==> config.mk <==
export PLATFORM = sky130hd
export DESIGN_NAME = euclidean_distance_matrix_rows
export DESIGN_NICKNAME = d
export VERILOG_FILES = /design/src/sv/edm_pkg.sv /design/src/sv/edm_ram.sv /design/src/sv/euclidean_distance_matrix_rows.sv
export SDC_FILE = /design/constraint.sdc
export NUM_CORES = 2
export LEC_CHECK = 0
export ABC_CLOCK_PERIOD_IN_PS = 11000
export BUFFER_PORTS_ARGS = -buffer_cell sky130_fd_sc_hd__buf_2
export CAP_MARGIN = 20
export CORE_MARGIN = 2
export CORE_UTILIZATION = 60
export CTS_BUF_LIST = sky130_fd_sc_hd__clkbuf_4 sky130_fd_sc_hd__clkbuf_8
export CTS_CLUSTER_SIZE = 30
export DETAILED_ROUTE_END_ITERATION = 10
export HOLD_SLACK_MARGIN = 0.06
export PLACE_DENSITY_LB_ADDON = 0.12
export SKIP_CTS_REPAIR_TIMING = 1
export SYNTH_ARGS = -nofsm -noshare
export SYNTH_HDL_FRONTEND = slang
export SYNTH_SLANG_ARGS = --single-unit
==> constraint.sdc <==
create_clock -name clk -period 11 [get_ports clk]
set_input_delay 0.55 -clock clk [delete_from_list [all_inputs] [get_ports clk]]
set_output_delay 0.55 -clock clk [all_outputs]
set_load 0.01 [all_outputs]
==> src/sv/edm_pkg.sv <==
`default_nettype none
// ----------------------------------------------------------------------------
// edm_pkg
// Shared constants, widths and codes for the distance matrix row engine.
// ----------------------------------------------------------------------------
package edm_pkg;

    localparam int MAX_CITIES = 64;
    localparam int COORD_BITS = 20;
    localparam int FRAC_BITS  = 8;

    localparam int IDX_W   = $clog2(MAX_CITIES);
    localparam int CNT_W   = $clog2(MAX_CITIES + 1);
    localparam int ENTRY_W = 2 * COORD_BITS;
    localparam int SQ_W    = 2 * COORD_BITS;
    localparam int SUM_W   = SQ_W + 1;
    // radicand rounded up to an even number of bits, root takes one bit per pair
    localparam int RAD_W   = ((SUM_W + 2 * FRAC_BITS + 1) / 2) * 2;
    localparam int ROOT_W  = RAD_W / 2;
    localparam int REM_W   = ROOT_W + 1;
    localparam int ITER_W  = $clog2(ROOT_W);

    typedef enum logic [1:0] {
        CMD_CLEAR  = 2'd0,
        CMD_APPEND = 2'd1,
        CMD_ROW    = 2'd2
    } cmd_t;

    typedef enum logic [1:0] {
        ST_OK    = 2'd0,
        ST_RANGE = 2'd1,
        ST_FULL  = 2'd2
    } status_t;

endpackage
`default_nettype wire

==> src/sv/edm_ram.sv <==
`default_nettype none
// ----------------------------------------------------------------------------
// edm_ram
// Generic simple dual-port RAM: one write port, one read port, registered read.
// ----------------------------------------------------------------------------
module edm_ram #(
    parameter int WIDTH = 8,
    parameter int DEPTH = 16
) (
    input  wire logic                     clk,
    input  wire logic                     we,
    input  wire logic [$clog2(DEPTH)-1:0] waddr,
    input  wire logic [WIDTH-1:0]         wdata,
    input  wire logic [$clog2(DEPTH)-1:0] raddr,
    output logic      [WIDTH-1:0]         rdata
);

    logic [WIDTH-1:0] mem [DEPTH];

    always_ff @(posedge clk)
    begin
        if (we)
        begin
            mem[waddr] <= wdata;
        end
        rdata <= mem[raddr];
    end

endmodule
`default_nettype wire

==> src/sv/euclidean_distance_matrix_rows.sv <==
`default_nettype none
// ----------------------------------------------------------------------------
// euclidean_distance_matrix_rows
// City list with row-by-row Euclidean distance output, fixed point.
// ----------------------------------------------------------------------------
// Usage:
//   A command is transferred when start is high and busy is low. Clear and
//   append finish in that cycle (busy stays low). Append on a full list, and
//   a row command whose row_index is not below the city count, give a single
//   status result in the next cycle.
//   A row command gives one result per stored city, in column order, with
//   last set on the final one. Each column passes through a RAM read, the
//   difference, two squarings on the shared multiplier, one add, 29 steps
//   of the bit-pair square root unit and one output step. While a row runs
//   busy stays high and no command is taken; the last result comes in the
//   same cycle as busy falls.
//   Each result sits on the result ports for one cycle with valid high; the
//   receiver must take it then, it cannot stall the block.
//   Reset empties the list and returns the sequencer to idle; the store
//   contents are not cleared, only entries below the count are read.
// ----------------------------------------------------------------------------
module euclidean_distance_matrix_rows
    import edm_pkg::*;
(
    input  wire logic                         clk,
    input  wire logic                         rst_n,
    input  wire logic                         start,
    output logic                              busy,
    input  wire logic [1:0]                   command,
    input  wire logic signed [COORD_BITS-1:0] x_coord,
    input  wire logic signed [COORD_BITS-1:0] y_coord,
    input  wire logic [IDX_W-1:0]             row_index,
    output logic                              valid,
    output logic [ROOT_W-1:0]                 distance,
    output logic [IDX_W-1:0]                  column,
    output logic                              last,
    output logic [1:0]                        status
);

    typedef enum logic [3:0] {
        S_IDLE,
        S_ROW,
        S_ISSUE,
        S_FETCH,
        S_SQX,
        S_SQY,
        S_SUM,
        S_ROOT,
        S_EMIT
    } state_t;

    state_t                 state_reg, state_next;
    logic [CNT_W-1:0]       count_reg, count_next;
    logic [IDX_W-1:0]       col_reg, col_next;
    logic [COORD_BITS-1:0]  row_x_reg, row_x_next;
    logic [COORD_BITS-1:0]  row_y_reg, row_y_next;
    logic [COORD_BITS-1:0]  dx_reg, dx_next;
    logic [COORD_BITS-1:0]  dy_reg, dy_next;
    logic [SQ_W-1:0]        sqx_reg, sqx_next;
    logic [SQ_W-1:0]        sqy_reg, sqy_next;
    logic [RAD_W-1:0]       rad_reg, rad_next;
    logic [ROOT_W-1:0]      root_reg, root_next;
    logic [REM_W-1:0]       rem_reg, rem_next;
    logic [ITER_W-1:0]      iter_reg, iter_next;
    logic                   valid_reg, valid_next;
    logic [ROOT_W-1:0]      distance_reg, distance_next;
    logic [IDX_W-1:0]       column_reg, column_next;
    logic                   last_reg, last_next;
    logic [1:0]             status_reg, status_next;

    logic                   accept;
    logic                   full;
    logic                   ram_we;
    logic [IDX_W-1:0]       ram_raddr;
    logic [ENTRY_W-1:0]     ram_rdata;
    logic [COORD_BITS-1:0]  rd_x, rd_y;
    logic signed [COORD_BITS:0] diff_x, diff_y;
    logic [COORD_BITS-1:0]  mul_op;
    logic [SQ_W-1:0]        mul_prod;
    logic [SUM_W-1:0]       sq_sum;
    logic [REM_W+1:0]       rem_sh;
    logic [REM_W+1:0]       trial;
    logic                   col_last;

    assign accept = start && (state_reg == S_IDLE);
    assign full   = (count_reg == CNT_W'(MAX_CITIES));
    assign ram_we = accept && (command == CMD_APPEND) && !full;
    assign ram_raddr = (state_reg == S_IDLE) ? row_index : col_reg;

    edm_ram #(
        .WIDTH (ENTRY_W),
        .DEPTH (MAX_CITIES)
    ) u_store (
        .clk   (clk),
        .we    (ram_we),
        .waddr (count_reg[IDX_W-1:0]),
        .wdata ({x_coord, y_coord}),
        .raddr (ram_raddr),
        .rdata (ram_rdata)
    );

    assign rd_x = ram_rdata[ENTRY_W-1:COORD_BITS];
    assign rd_y = ram_rdata[COORD_BITS-1:0];

    assign diff_x = $signed({row_x_reg[COORD_BITS-1], row_x_reg})
                  - $signed({rd_x[COORD_BITS-1], rd_x});
    assign diff_y = $signed({row_y_reg[COORD_BITS-1], row_y_reg})
                  - $signed({rd_y[COORD_BITS-1], rd_y});

    // shared squaring unit
    assign mul_op   = (state_reg == S_SQX) ? dx_reg : dy_reg;
    assign mul_prod = mul_op * mul_op;

    assign sq_sum = SUM_W'(sqx_reg) + SUM_W'(sqy_reg);

    // one root bit per step: bring down the next bit pair, try 4*root+1
    assign rem_sh = {rem_reg, rad_reg[RAD_W-1 -: 2]};
    assign trial  = (REM_W + 2)'({root_reg, 2'b01});

    assign col_last = ((CNT_W'(col_reg) + CNT_W'(1)) == count_reg);

    always_comb
    begin
        state_next    = state_reg;
        count_next    = count_reg;
        col_next      = col_reg;
        row_x_next    = row_x_reg;
        row_y_next    = row_y_reg;
        dx_next       = dx_reg;
        dy_next       = dy_reg;
        sqx_next      = sqx_reg;
        sqy_next      = sqy_reg;
        rad_next      = rad_reg;
        root_next     = root_reg;
        rem_next      = rem_reg;
        iter_next     = iter_reg;
        valid_next    = 1'b0;
        distance_next = distance_reg;
        column_next   = column_reg;
        last_next     = last_reg;
        status_next   = status_reg;

        case (state_reg)
            S_IDLE:
            begin
                if (accept)
                begin
                    case (command)
                        CMD_CLEAR:
                        begin
                            count_next = '0;
                        end
                        CMD_APPEND:
                        begin
                            if (full)
                            begin
                                valid_next    = 1'b1;
                                distance_next = '0;
                                column_next   = '0;
                                last_next     = 1'b1;
                                status_next   = ST_FULL;
                            end
                            else
                            begin
                                count_next = count_reg + CNT_W'(1);
                            end
                        end
                        CMD_ROW:
                        begin
                            if (CNT_W'(row_index) >= count_reg)
                            begin
                                valid_next    = 1'b1;
                                distance_next = '0;
                                column_next   = row_index;
                                last_next     = 1'b1;
                                status_next   = ST_RANGE;
                            end
                            else
                            begin
                                col_next   = '0;
                                state_next = S_ROW;
                            end
                        end
                        default:
                        begin
                        end
                    endcase
                end
            end
            S_ROW:
            begin
                row_x_next = rd_x;
                row_y_next = rd_y;
                state_next = S_FETCH;
            end
            S_ISSUE:
            begin
                state_next = S_FETCH;
            end
            S_FETCH:
            begin
                dx_next    = diff_x[COORD_BITS] ? COORD_BITS'(-diff_x)
                                                : diff_x[COORD_BITS-1:0];
                dy_next    = diff_y[COORD_BITS] ? COORD_BITS'(-diff_y)
                                                : diff_y[COORD_BITS-1:0];
                state_next = S_SQX;
            end
            S_SQX:
            begin
                sqx_next   = mul_prod;
                state_next = S_SQY;
            end
            S_SQY:
            begin
                sqy_next   = mul_prod;
                state_next = S_SUM;
            end
            S_SUM:
            begin
                rad_next   = RAD_W'(sq_sum) << (2 * FRAC_BITS);
                root_next  = '0;
                rem_next   = '0;
                iter_next  = ITER_W'(ROOT_W - 1);
                state_next = S_ROOT;
            end
            S_ROOT:
            begin
                rad_next = rad_reg << 2;
                if (rem_sh >= trial)
                begin
                    rem_next  = REM_W'(rem_sh - trial);
                    root_next = {root_reg[ROOT_W-2:0], 1'b1};
                end
                else
                begin
                    rem_next  = rem_sh[REM_W-1:0];
                    root_next = {root_reg[ROOT_W-2:0], 1'b0};
                end
                if (iter_reg == '0)
                begin
                    state_next = S_EMIT;
                end
                else
                begin
                    iter_next = iter_reg - ITER_W'(1);
                end
            end
            S_EMIT:
            begin
                valid_next    = 1'b1;
                distance_next = root_reg;
                column_next   = col_reg;
                last_next     = col_last;
                status_next   = ST_OK;
                if (col_last)
                begin
                    state_next = S_IDLE;
                end
                else
                begin
                    col_next   = col_reg + IDX_W'(1);
                    state_next = S_ISSUE;
                end
            end
            default:
            begin
                state_next = S_IDLE;
            end
        endcase
    end

    always_ff @(posedge clk or negedge rst_n)
    begin
        if (!rst_n)
        begin
            state_reg    <= S_IDLE;
            count_reg    <= '0;
            col_reg      <= '0;
            iter_reg     <= '0;
            valid_reg    <= 1'b0;
            distance_reg <= '0;
            column_reg   <= '0;
            last_reg     <= 1'b0;
            status_reg   <= ST_OK;
        end
        else
        begin
            state_reg    <= state_next;
            count_reg    <= count_next;
            col_reg      <= col_next;
            iter_reg     <= iter_next;
            valid_reg    <= valid_next;
            distance_reg <= distance_next;
            column_reg   <= column_next;
            last_reg     <= last_next;
            status_reg   <= status_next;
        end
    end

    // datapath, no reset needed
    always_ff @(posedge clk)
    begin
        row_x_reg <= row_x_next;
        row_y_reg <= row_y_next;
        dx_reg    <= dx_next;
        dy_reg    <= dy_next;
        sqx_reg   <= sqx_next;
        sqy_reg   <= sqy_next;
        rad_reg   <= rad_next;
        root_reg  <= root_next;
        rem_reg   <= rem_next;
    end

    assign busy     = (state_reg != S_IDLE);
    assign valid    = valid_reg;
    assign distance = distance_reg;
    assign column   = column_reg;
    assign last     = last_reg;
    assign status   = status_reg;

endmodule
`default_nettype wire

# [Word-level counts from Yosys, hierarchy flattened]
# Memory sizes are Yosys's and may differ from the RTL's. A register that Yosys moved wholly into a read port is not among the register bits.
# Cells that the tools add are included.
[op_classes] n_addsub=10 mul=1 magnitude_cmp=2 eq_ne=22 mux=51 n_reduce_logical=17
[ops] operator="$pmux W29 S2" n=3
[ops] operator="$pmux W58 S2" n=1
[ops] operator="$mux W29" n=3
[ops] operator="$mux W20" n=3
[ops] operator="$pmux W30 S2" n=1
[ops] operator="$mux W6" n=8
[ops] operator="$sub A20 B20 Y21" n=2
[ops] operator="$add A40 B40 Y41" n=1
[ops] operator="$mul A20 B20 Y40" n=1
[ops] operator="$neg A20 Y20" n=2
[ops] operator="$pmux W6 S2" n=3
[ops] operator="$ge A32 B31 Y1" n=1
[ops] operator="$pmux W4 S8" n=1
[ops] operator="$mux W30" n=1
[ops] operator="$sub A30 B30 Y30" n=1
[ops] operator="$eq A4 B3 Y1 const B" n=4
[ops] operator="$mux W4" n=4
[ops] operator="$pmux W7 S2" n=1
[ops] operator="$ne A2 B2 Y1 const B" n=6
[ops] operator="$pmux W5 S2" n=1
[ops] operator="$reduce_and A5 Y1" n=2
[ops] operator="$mux W1" n=9
[ops] operator="$eq A4 B2 Y1 const B" n=2
[ops] operator="$mux W2" n=4
[ops] operator="28 further kinds" n=38
[totals] reg_bits=338 mem_bits_rw=2560 in_bits=51 output_inout_bits=40 word_cells=122 n_memories=1
[memory_table] memory="u_store.mem" depth=64 width=40 read_ports=1 rd_clocked_by_memory_dff=1 write_ports=1 line_no="edm_ram.sv:18" rtl="logic [WIDTH-1:0] mem [DEPTH];"

# [Logic depth before layout (Yosys ltp)]
[depth] depth_word=6 mapped_depth=32 depth_no_buf=29

# [By module]
# From an unflattened synthesis, not the netlist that was laid out.
[unflattened] hier_cells=7116 area_unflattened_um2=127232.0
[by_module_without_submodules] module="edm_ram" n_inst=1 cells_per_inst=4195 area_each_um2=97853.8 seq_area_each_um2=77674.5
[by_module_without_submodules] module="euclidean_distance_matrix_rows" n_inst=1 cells_per_inst=2921 area_each_um2=29378.2 seq_area_each_um2=9303.9

# [Worst setup path after synthesis]
# No wires, ideal clock.
[synth_path] path_kind="register to register" startpoint="register state_reg[3]" endpoint="register sqx_reg[33], data pin" setup_time_ns=0.263 arrival_time_ns=8.916 t_required_ns=10.737 path_slack_ns=1.822 path_stages_with_launch=30 n_path_buf=4 synth_period_minus_slack_ns=9.178 path_cell_list="dfrtp_1 -> buf_2 -> nor4b_1 -> buf_2 -> buf_1 -> mux2i_1 -> inv_1 -> buf_1 -> nand2_1 -> fa_1 -> inv_1 -> fa_1 -> inv_1 -> fa_1 -> inv_1 -> fa_1 -> fa_1 -> fa_1 -> inv_1 -> fa_1 -> inv_1 -> ha_1 -> nand4_1 -> or3_1 -> a21oi_1 -> nor2_1 -> o221ai_1 -> a21o_1 -> a21oi_1 -> xnor2_1"
[synth_via] elab_chain_cells=3
[synth_rtl] element="from (decl)" line_no="euclidean_distance_matrix_rows.sv:52" rtl="state_t state_reg, state_next;"
[synth_rtl] element="from (signal assigned)" line_no="euclidean_distance_matrix_rows.sv:288" rtl="state_reg <= state_next;"
[synth_rtl] element="$eq A4 B3 Y1" line_no="euclidean_distance_matrix_rows.sv:111" rtl="assign mul_op = (state_reg == S_SQX) ? dx_reg : dy_reg;"
[synth_rtl] element="$mux W20" line_no="euclidean_distance_matrix_rows.sv:111"
[synth_rtl] element="$mul A20 B20 Y40" line_no="euclidean_distance_matrix_rows.sv:112" rtl="assign mul_prod = mul_op * mul_op;"
[synth_rtl] element="named net mul_prod[33]" line_no="euclidean_distance_matrix_rows.sv:79" rtl="logic [SQ_W-1:0] mul_prod;"
[synth_rtl] element="to (signal assigned)" line_no="euclidean_distance_matrix_rows.sv:307" rtl="sqx_reg <= sqx_next;"
[synth_rtl] element="to (decl)" line_no="euclidean_distance_matrix_rows.sv:59" rtl="logic [SQ_W-1:0] sqx_reg, sqx_next;"
# The timed path passes the listed nets, and every way through them passes these cells.
# A chain may end at the register's enable or synchronous reset.

# [Worst setup path after layout]
[layout_path] startpoint="register state_reg[3]" endpoint="register sqy_reg[39], data pin"
[layout_via] elab_chain_cells=3
[layout_rtl] element="$eq A4 B3 Y1" line_no="euclidean_distance_matrix_rows.sv:111"
[layout_rtl] element="$mux W20" line_no="euclidean_distance_matrix_rows.sv:111"
[layout_rtl] element="$mul A20 B20 Y40" line_no="euclidean_distance_matrix_rows.sv:112"
[layout_rtl] element="named net mul_prod[39]" line_no="euclidean_distance_matrix_rows.sv:79"
[layout_rtl] element="to (signal assigned)" line_no="euclidean_distance_matrix_rows.sv:308" rtl="sqy_reg <= sqy_next;"
[layout_rtl] element="to (decl)" line_no="euclidean_distance_matrix_rows.sv:60" rtl="logic [SQ_W-1:0] sqy_reg, sqy_next;"
# The timed path passes the listed nets, and every way through them passes these cells.

==> run summary <==
status: completed
Top FF cell, synth: edfxtp_1
Clock Latency Late Sink: 1.11 ns
CTS tree: built
final setup fails: 0
clock-pin slew of the registers on the worst-case setup and hold paths: 0.06 ns
drt wl/cell: 29.5 um
core box area: 212000 um^2
max FFs per register: 2560
CP top delay family: adder cells
Initial Util: 60.4%
DRC Markers: 0
fin crit period: 9.52 ns
Final ANT Viol Nets: 0
Worst Hold Class: input pin to asynchronous set/reset pin
mapped cell area: 128000 um^2
post-synthesis sequential area ratio: 67.8%
YS warnings: 0
setup TNS: 0 ns
Worst Path Buf+Inv: 7
CP max FO: 27
met2 Usage GRT: 49.0%
CP required: 11.76 ns
antenna violations before repair: 14
# clock sinks: 2920
overflow left after global routing: 0
filler instances: 14200
CP max stage delay: 1.02 ns
measured slew at the worst slew-check pin: 1.17 ns
Clock Tree Root: clkbuf_8
Setup Skew: 0.117 ns
CTS buffer count: 467
layout cells sized above 1: 20.8%
Hold Vio Cnt, Final: 0
grt peak-use layer: met2
register-to-register path setup slack: 1.48 ns
Total Nets Final: 8647
DP HPWL: 186000 um
Synthesized Nets: 8225
Avg Cell Area, Syn: 16.8 um^2
die width: 466 um
DIE HEIGHT: 466 um
H-tree Lvls: 5
routing usage on met1: 42.6%
drt pass-1 iters: 6
vias after detailed routing: 71800
Detailed Route WL: 331000 um
Worst Path Arrival: 10.28 ns
cell mode on critical path: fa_1
CTS Buffer Depth: 4
vias per cell: 6.40
CP Capture Type: flip-flop
Synth Instances: 7619
leading area contributor after synthesis: edfxtp_1
number of flops mapped to enable cells by yosys: 2819
synth top area cells: edfxtp_1 66%, mux4_2 11%, fa_1 4.4%
DR iter-0 viols: 8495
#FFs+latches synth: 2920
GRT Total Usage: 30.6%
crit path kind: flip-flop to flip-flop
Worst slew margin: 19.9%
Synth top area share: 66.0%
Worst R2R Start: state_reg[3]
critical path's slowest cell: mux2i_1
worst r2r path cells: 26
Reg-to-Reg End: sqy_reg[39]
RSZ-0062 raised after global routing: no
area grow syn2layout: 11.1%
fin. max-slew vios: 0
first-pass GRT wire length: 481000 um
final cell count without fillers: 11200
Final Cycle Share: 86.6%
async set-reset flop share out of synthesis: 2.09%
Setup WS post-layout: 1.48 ns
setup slack after placement: 1.63 ns
GR Layer Usage met3: 5.39%
Final GP Congestion: 0.898
die area: 218000 um^2
number of max-cap violations: 0
most frequent cells in the layout: 2819 x edfxtp_1, 859 x nand2_1, 640 x mux4_2, 500 x clkbuf_8, 473 x inv_1
Port-buffer cells: 90
placed insts: 10300
vias in the first global route: 72500
num rows: 169
commonest non-fill, non-tap cell in the layout: edfxtp_1
Max Freq: 105 MHz
synth unique cells: 79
Startpoint Class: flip-flop
largest net degree at the start of global routing: 117
IO Pins: 91
-- how the worst max path moves through the flow --
| stage | from | endpoint | slack, ns | cells past startpoint |
|---|---|---|---|---|
| final | state_reg[3] | sqy_reg[39] | 1.48 | 26 |
| after global routing | state_reg[2] | sqy_reg[39] | 1.06 | 26 |
| after CTS | state_reg[3] | sqy_reg[39] | 1.50 | 26 |
| after detailed placement | state_reg[3] | sqx_reg[39] | 1.63 | 26 |
| after global placement | state_reg[3] | sqx_reg[39] | 1.85 | 26 |
| after floorplan | state_reg[3] | sqx_reg[33] | 1.82 | 29 |
-- logic make-up after synthesis --
kind of cell	count (synthesis)	synth area share (%)
AO/OA/AOI/OAI	692	3.65
multiplexers	706	11.8
buffers and inverters	835	2.62
AND/OR/NAND/NOR	1724	5.86
adder cells (fa/ha/maj)	557	7.07
flip-flops	2920	67.8
XOR/XNOR	185	1.26
-- metrics by stage --
step	hold slack [ns]	utilization [%]	instance area, um^2
finish	0.0774	67.2	143000
global placement	0.416	62.5	133000
global route	0.0894	67.1	143000
detailed placement	0.418	62.5	133000
floorplan	0.254	-	128000
CTS	-0.554	66.8	142000
-- cell usage after synthesis, types with 93 or more instances --
cell,n
o21ai_0,101
clkbuf_1,186
buf_2,143
edfxtp_1,2819
nor2_1,340
and3_1,93
nand3_1,244
mux4_2,640
fa_1,280
ha_1,275
a311oi_1,115
nand2_1,859
xnor2_1,120
inv_1,473
a21oi_1,180
-- layout make-up --
cell class                 count  area, um^2  area share, %
sequential                  2920       87000           61.0
multi-input combinational   3864       38600           27.1
clock inverter               181        1170          0.821
inverter                     484        1820           1.27
tap                         2821        3530           2.48
antenna                        5        12.5        0.00878
timing repair buffer         304        2480           1.74
clock buffer                 641        7940           5.57
-- layer usage --
| layer | part of all wire [%] | vias to the layer above |
|---|---|---|
| met5 | 0.010 | - |
| met4 | 3.9 | 6 |
| met3 | 9.1 | 621 |
| met2 | 49 | 3779 |
| met1 | 38 | 37300 |
| li1 | - | 30100 |
Power is left out: the tool's default activity adds up to more than one toggle a clock period on the data nets, which glitch-free logic cannot reach.
